**src/design/chm_pkg.sv**
```systemverilog
// Shared types and constants for the chained hash map.
package chm_pkg;

    // Command codes
    localparam logic [1:0] CMD_ADD    = 2'd0;
    localparam logic [1:0] CMD_LOOKUP = 2'd1;
    localparam logic [1:0] CMD_REMOVE = 2'd2;

    // Result status codes
    localparam logic [1:0] ST_OK   = 2'd0;
    localparam logic [1:0] ST_MISS = 2'd1;
    localparam logic [1:0] ST_FULL = 2'd2;
    localparam logic [1:0] ST_ZERO = 2'd3;

    // Width of the bucket_count register
    localparam int CFG_BITS = 9;

    // Classification handed from the front part to the back part
    typedef struct packed {
        logic [1:0] cmd;
        logic       is_zero;   // key was zero: answer at once
        logic       is_bad;    // unused command code: answer at once
    } t_cls;

endpackage

```
**src/design/chm_front.sv**
```systemverilog
// Front part: accepts command beats, computes the bucket, queues the work.
module chm_front #(
    parameter int MAX_BUCKETS = 256,
    parameter int KEY_BITS    = 32,
    parameter int VALUE_BITS  = 32,
    parameter int BKT_W       = 8,
    parameter int REM_W       = 9
) (
    input  logic                     i_clk,
    input  logic                     i_rst_n,
    input  logic                     i_in_valid,
    output logic                     o_in_ready,
    input  logic [1:0]               i_cmd,
    input  logic [KEY_BITS-1:0]      i_key,
    input  logic [VALUE_BITS-1:0]    i_value,
    input  logic [REM_W-1:0]         i_bucket_count,
    // queue toward the back part
    output logic                     o_q_valid,
    input  logic                     i_q_ready,
    output chm_pkg::t_cls            o_q_cls,
    output logic [KEY_BITS-1:0]      o_q_key,
    output logic [VALUE_BITS-1:0]    o_q_value,
    output logic [BKT_W-1:0]         o_q_bucket
);

    localparam int SH_W  = KEY_BITS - 2;
    localparam int CNT_W = $clog2(SH_W + 1);

    // Modulo unit: restoring remainder, one key bit per cycle
    logic                  r_busy, n_busy;
    logic [CNT_W-1:0]      r_cnt, n_cnt;
    logic [SH_W-1:0]       r_sh, n_sh;
    logic [REM_W:0]        r_rem, n_rem;
    logic [REM_W-1:0]      r_div, n_div;
    chm_pkg::t_cls         r_cls, n_cls;
    logic [KEY_BITS-1:0]   r_key, n_key;
    logic [VALUE_BITS-1:0] r_val, n_val;

    // Two-entry queue
    logic                  r_qv [2];
    chm_pkg::t_cls         r_qc [2];
    logic [KEY_BITS-1:0]   r_qk [2];
    logic [VALUE_BITS-1:0] r_qd [2];
    logic [BKT_W-1:0]      r_qb [2];
    logic                  r_wp, r_rp;

    logic                  w_push, w_pop, w_done;
    logic [REM_W:0]        w_trial;
    logic [REM_W-1:0]      w_div;

    assign o_in_ready = !r_busy;
    assign w_done     = r_busy && (r_cnt == '0) && !r_qv[r_wp];
    assign w_push     = w_done;
    assign w_pop      = o_q_valid && i_q_ready;
    assign w_trial    = {r_rem[REM_W-1:0], r_sh[SH_W-1]};

    // Saturate the divisor into 1..MAX_BUCKETS
    always_comb begin
        if (i_bucket_count == '0) begin
            w_div = REM_W'(1);
        end else if (32'(i_bucket_count) > MAX_BUCKETS) begin
            w_div = REM_W'(MAX_BUCKETS);
        end else begin
            w_div = i_bucket_count;
        end
    end

    // Accept and iterate
    always_comb begin
        n_busy = r_busy;
        n_cnt  = r_cnt;
        n_sh   = r_sh;
        n_rem  = r_rem;
        n_div  = r_div;
        n_cls  = r_cls;
        n_key  = r_key;
        n_val  = r_val;
        if (!r_busy && i_in_valid) begin
            n_busy         = 1'b1;
            n_sh           = i_key[KEY_BITS-1:2];
            n_rem          = '0;
            n_div          = w_div;
            n_cls.cmd      = i_cmd;
            n_cls.is_zero  = (i_key == '0);
            n_cls.is_bad   = (i_cmd != chm_pkg::CMD_ADD) && (i_cmd != chm_pkg::CMD_LOOKUP)
                             && (i_cmd != chm_pkg::CMD_REMOVE);
            n_key          = i_key;
            n_val          = i_value;
            n_cnt          = CNT_W'(SH_W);
        end else if (r_busy && r_cnt != '0) begin
            n_sh  = r_sh << 1;
            n_cnt = r_cnt - 1'b1;
            if (w_trial >= {1'b0, r_div}) begin
                n_rem = w_trial - {1'b0, r_div};
            end else begin
                n_rem = w_trial;
            end
        end else if (w_done) begin
            n_busy = 1'b0;
        end
    end

    always_ff @(posedge i_clk) begin
        if (!i_rst_n) begin
            r_busy <= 1'b0;
            r_cnt  <= '0;
        end else begin
            r_busy <= n_busy;
            r_cnt  <= n_cnt;
        end
        r_sh  <= n_sh;
        r_rem <= n_rem;
        r_div <= n_div;
        r_cls <= n_cls;
        r_key <= n_key;
        r_val <= n_val;
    end

    // Queue storage
    always_ff @(posedge i_clk) begin
        if (!i_rst_n) begin
            r_qv[0] <= 1'b0;
            r_qv[1] <= 1'b0;
            r_wp    <= 1'b0;
            r_rp    <= 1'b0;
        end else begin
            if (w_push) begin
                r_qv[r_wp] <= 1'b1;
                r_wp       <= !r_wp;
            end
            if (w_pop) begin
                r_qv[r_rp] <= 1'b0;
                r_rp       <= !r_rp;
            end
        end
        if (w_push) begin
            r_qc[r_wp] <= r_cls;
            r_qk[r_wp] <= r_key;
            r_qd[r_wp] <= r_val;
            r_qb[r_wp] <= r_rem[BKT_W-1:0];
        end
    end

    assign o_q_valid  = r_qv[r_rp];
    assign o_q_cls    = r_qc[r_rp];
    assign o_q_key    = r_qk[r_rp];
    assign o_q_value  = r_qd[r_rp];
    assign o_q_bucket = r_qb[r_rp];

`ifndef SYNTHESIS
    // The remainder is below the divisor once the iteration ends
    a_rem_range: assert property (@(posedge i_clk) disable iff (!i_rst_n)
        r_busy && r_cnt == '0 |-> r_rem < {1'b0, r_div})
        else $error("modulo remainder out of range");
    // No push into an occupied slot
    a_no_overrun: assert property (@(posedge i_clk) disable iff (!i_rst_n)
        w_push |-> !r_qv[r_wp])
        else $error("queue overrun");
    // Ready only when the modulo unit is free
    a_ready_idle: assert property (@(posedge i_clk) disable iff (!i_rst_n)
        o_in_ready |-> !r_busy)
        else $error("ready while busy");
`endif

endmodule

```
**config.mk**
```make
export PLATFORM = sky130hd
export DESIGN_NAME = chm_front
export DESIGN_NICKNAME = d
export VERILOG_FILES = /design/src/design/chm_pkg.sv /design/src/design/chm_front.sv
export SDC_FILE = /design/constraint.sdc
export NUM_CORES = 1
export LEC_CHECK = 0
export BUFFER_PORTS_ARGS = -buffer_cell sky130_fd_sc_hd__buf_2
export CAP_MARGIN = 20
export CELL_PAD_IN_SITES_DETAIL_PLACEMENT = 0
export CELL_PAD_IN_SITES_GLOBAL_PLACEMENT = 2
export CORE_UTILIZATION = 37
export CTS_CLUSTER_SIZE = 12
export DETAILED_ROUTE_END_ITERATION = 8
export GPL_ROUTABILITY_DRIVEN = 0
export HOLD_SLACK_MARGIN = 0.1
export PLACE_DENSITY = 0.85
export SYNTH_ARGS = -nofsm -noshare
export SYNTH_HDL_FRONTEND = slang
export SYNTH_SLANG_ARGS = --single-unit
```
**constraint.sdc**
```tcl
create_clock -name i_clk -period 3.7 [get_ports i_clk]
set_clock_uncertainty 0.05 [all_clocks]
set_input_delay 0.925 -clock i_clk [delete_from_list [all_inputs] [get_ports i_clk]]
set_output_delay 0.925 -clock i_clk [all_outputs]
set_load 0.01 [all_outputs]
```
-- Word level (Yosys, flattened, before mapping)
Memories as Yosys holds them, arrays and structs flattened. A register that Yosys moved wholly into a read port is not among the register bits.
Cells that the tools add are included.
- register bits: 124
- memory bits (writable): 154
- input bits: 79
- logic and storage cells: 85
- memories kept: 5
- memory list (name ; words ; bits a word ; rd ports ; clocked after Yosys merged registers in ; wr ports ; RTL line ; text):
    r_qd ; 2 ; 32 ; 1 ; 1 ; 1 ; chm_front.sv:43 ; logic [VALUE_BITS-1:0] r_qd [2];
    r_qk ; 2 ; 32 ; 1 ; 1 ; 1 ; chm_front.sv:42 ; logic [KEY_BITS-1:0] r_qk [2];
    r_qb ; 2 ; 8 ; 1 ; 1 ; 1 ; chm_front.sv:44 ; logic [BKT_W-1:0] r_qb [2];
    r_qc ; 2 ; 4 ; 1 ; 1 ; 1 ; chm_front.sv:41 ; chm_pkg::t_cls r_qc [2];
    r_qv ; 2 ; 1 ; 2 ; 2 ; 2 ; chm_front.sv:40 ; logic r_qv [2];
- $add $sub $neg: 2
- $lt $le $gt $ge: 2
- eq/ne operators: 3
- multiplexer cells: 35
- bitwise gates (word level): 1
- reduce and logical (&&, ||, !) cells: 23
- operators by type and width (kind ; number):
    2-to-1 mux 30 bit ; 2
    zero test 32 bit ; 1
    2-to-1 mux 1 bit ; 29
    2-to-1 mux 9 bit ; 2
    greater-or-equal comparator 10 x 9 -> 1 bit ; 1
    2-to-1 mux 5 bit ; 2
    > comparator 9 bit, second input constant ; 1
    zero test 9 bit ; 1
    subtractor 9 bit ; 1
    logical AND 1 bit ; 7
    nonzero test 2 bit ; 3
    zero test 5 bit ; 1
    nonzero test 5 bit ; 1
    subtractor 5 x 1 -> 5 bit, second input constant ; 1
    zero test 1 bit ; 4
    != test 2 bit, second input constant ; 2
    OR reduction 2 bit ; 2
    != test 2 x 1 -> 1 bit, second input constant ; 1
    AND reduction 2 bit ; 1
    OR reduction 1 bit ; 2
    inverter 1 bit ; 1

-- Depth between registers and ports, before layout
- depth in word-level cells: 8
- gate-level depth with buffers: 10

-- Worst setup path after synthesis
OpenSTA, ideal clock, no wires.
- path kind: flip-flop to flip-flop
- from: reg r_cnt[0]
- to: mem r_qb[0][0] (enable)
- data arrival time: 3523 ps
- data required time: 3207 ps
- path slack: -316 ps
- stages on the path, launching flop included: 7
- period minus slack after synthesis: 4016 ps
- cell sequence: dfxtp_1 > inv_1 > ha_1 > or3b_4 > or2_4 > a2111oi_4 > ha_1
- longest elaborated chain between the ends: 5
- RTL lines (what ; RTL line ; text):
    start, declared ; chm_front.sv:31 ; logic [CNT_W-1:0] r_cnt, n_cnt;
    start signal, assigned ; chm_front.sv:109 ; r_cnt <= n_cnt;
    zero test 5 bit ; chm_front.sv:52 ; assign w_done = r_busy && (r_cnt == '0) && !r_qv[r_wp];
    logical AND 1 bit (2 in a row) ; chm_front.sv:52 ;
    via w_done ; chm_front.sv:47 ; logic w_push, w_pop, w_done;
    2-to-1 mux 1 bit ; chm_front.sv:136 ; if (w_push) begin
    2-to-1 mux 1 bit (implied by the code) ; chm_front.sv:140 ; r_qb[r_wp] <= r_rem[BKT_W-1:0];
    end, declared ; chm_front.sv:44 ;
The timed path passes the listed nets, and every way through them passes these cells.

==> metrics.cfg <==
[status]
result_of_the_run = completed

[final_layout]
design.final.nets = 891
layout_commonest_cell = edfxtp_1
syn_to_final_growth_pct = 21.4
multi_input_area_sq_mm = 0.00220
layout-drive-gt1-share_pct = 31.0
nFillCells = 2452
layout_common_cells = edfxtp_1 (259), buf_2 (156), nand2_1 (98), mux2_1 (39), mux2_2 (38)
final_core_util_pct = 45.9
sequential_cell_area_sq_mm = 0.00820
diodes = 0

[cts]
clk_transition_reported_paths_ns = 0.06
cts-root-to-sink-buffers = 3
cts_sinks = 280
cts_inserted_buffers = 29
cts_setup_buffers = 0
insertion_delay_ns = 0.54
cts.htree.levels = 1
ctsResizeCount = 0
cts_root_buffer = clkbuf_16
cts_hold_buffers = 0
cts_tree = built

[yosys]
netlist_instances = 619
share_of_synthesized_area_occupied_by_flip_flops_and_latches_pct = 77.9
synth.net_count = 713
synth.top_cells.by_area = edfxtp_1 (74%), mux2_1 (4.2%), mux2_2 (4.1%)
synth_flop_cell = edfxtp_1
yosys_register_bits = 280
synth_top_cell_by_area = edfxtp_1
ys_types = 48
ys.warnings.count = 0
synth-edff-count = 259
syn_area_sq_mm = 0.0105
syn-mean-instance-area_sq_um = 17.0
synth.top_cell.area_share_pct = 73.9
ys_async_sr_fraction_pct = 0

[timing]
final.min_clock_period_ns = 3.10
worstMarginPinSlew_ns = 0.724
setup_tns_ns = 0
clock.fmax_mhz = 322
rsz0062_at_grt = false
maxSlewHeadroom_pct = 51.4
finalHoldViolations = 0
final-max-slew-violation-count = 0
fin_crit_sh_pct = 83.9
setup_failing_eps_final = 0

[routing]
detail_route.vias_per_cell = 4.59
wirelength_per_cell_um = 16.3
vias = 5500
drt_wl_total_um = 19500
iteration_0_drc_markers = 263
final_antenna_net_count = 0
dr.pass1.iters = 4
remaining_drc_errors = 0

[power_and_ir_drop]
cellLeakagePower_nw = 4.74
cellPowerDensity_mw_per_mm2 = 592
power.total_mw = 7.56
vdd.ir_drop.worst_mv = 0.332

[setup_path]
setup.worst_path.end_class = output port
setup.worst_path.class = reg -> out
crit_arrival_ns = 2.13
worstPathCellList = buf_12, mux2_2, buf_2
worst-r2r-cell-count = 7
critPathRequiredTime_ns = 2.72
r2r-end = r_qb[0][4]
cp_max_fanout = 46
critical-path-top-delay-family = flip-flops
cpMaxStageDelayCell = dfxtp_4
setup.reg_to_reg.worst_slack_ns = 0.69
beginning_of_the_worst_register_to_register_path = r_cnt[0]
cp_slowest_stage_delay_ns = 0.66
setup.worst_path.start_class = register
critPathBufInv = 2

[grt]
grt_start_max_net_pins = 109
first_global_vias = 5545
grt_remaining_overflow = 0
grt_pass1_wl_um = 29800
grt_antenna_before_repair = 1
grt.total_usage_pct = 13.3

[die]
dieArea_sq_mm = 0.0291
fp.dieH_um = 171
rows = 61
floorplan.initialDensity_pct = 37.8
core_outline_area_sq_mm = 0.0279
io_pins = 157
fp.dieW_um = 171

[placement]
hpwlAfterDp_um = 12900
port_bufs = 156

[min_path]
hold_path_class = reg -> reg
worstHoldEndpoint = r_qk[1][26]
worst_hold_startpoint = r_key[26]
timing.hold.worst_path_depth = 0

[run]
cap_viol_max_count = 0

logic make-up after synthesis:
group / Yosys count / synth area share, %
DFF: 280 / 77.9
xor gates and xnor gates: 9 / 0.749
buffers and inverters: 41 / 1.49
AOI/OAI and AO/OA: 43 / 3.03
and+or+nand+nor: 148 / 6.19
muxes: 83 / 8.81
adders and majority gates: 15 / 1.85
stage by stage:
step | worst slack [ns] | std cells | hold WS, ns | cell area, sq um
CTS | 0.537 | 1198 | 0.391 | 12800
global route | 0.481 | 1198 | 0.397 | 12800
detailed placement | 0.705 | 1144 | 0.380 | 11900
floorplan | -0.316 | 619 | 0.371 | 10500
finish | 0.597 | 1198 | 0.389 | 12800
global placement | 0.732 | 1144 | 0.371 | 11900
per-layer routing:
metal	track usage (%)	part of all wire [%]
met1	17.0	44
met2	22.8	49
met3	2.85	5.2
met4	3.41	1.4
met5	0	0.067
final cells by class:
cell class / count / share of cell area, %
Inverter: 23 / 0.695
Sequential cell: 280 / 64.2
Timing Repair Buffer: 165 / 7.13
Tap cell: 378 / 3.70
Clock inverter: 6 / 0.578
Clock buffer: 48 / 6.55
Multi-Input combinational cell: 298 / 17.2
worst register-to-register path, delay by kind of cell, from the launching register on:
kind                       cells  cell delay, ns
DFF                            1            0.33
buffers and inverters          2            0.36
AOI/OAI and AO/OA              1            0.61
adders and majority gates      2            0.68
and+or+nand+nor                2            0.64
registers in the layout, indices dropped and copies added, names as in the netlist, named ones only:
name,cells
r_qd,64
r_qk,64
r_key,32
r_val,32
r_sh,30
r_qb,16
r_div,9
r_rem,9
r_qc,8
r_cnt,5
r_cls,4
r_qv,2
r_busy,1
r_rp,1
r_wp,1
where the power goes:
| part | internal (mW) | switching (mW) | total [mW] |
|---|---|---|---|
| clock network | 1.62 | 1.12 | 2.73 |
| logic | 0.402 | 0.546 | 0.948 |
| registers | 3.75 | 0.130 | 3.88 |
| total | 5.77 | 1.79 | 7.56 |
how the worst max path moves through the flow:
| stage | cells past startpoint | to |
|---|---|---|
| final | 3 | o_q_key[9] |
| after global routing | 3 | o_q_cls[3] |
| after CTS | 3 | o_q_bucket[0] |
| after detailed placement | 7 | r_qb[0][5] |
| after global placement | 7 | r_qb[0][5] |
| after floorplan | 6 | r_qb[0][0] |
synth_stat cells, drive strengths merged, types with 2 or more instances:
library cell,count
nor3,3
mux2i,6
nor2,13
edfxtp,259
a2111oi,2
a21o,2
nor4,12
o31ai,4
nand2,98
and2,9
xor2,6
mux2,77
a211oi,2
a32oi,4
a31oi,2
nand3,4
buf,10
dfxtp,21
xnor2,3
ha,14
inv,22
o21ai,8
clkbuf,8
nand4,2
a21oi,12
Note: power is estimated with default switching activity, not from simulation.
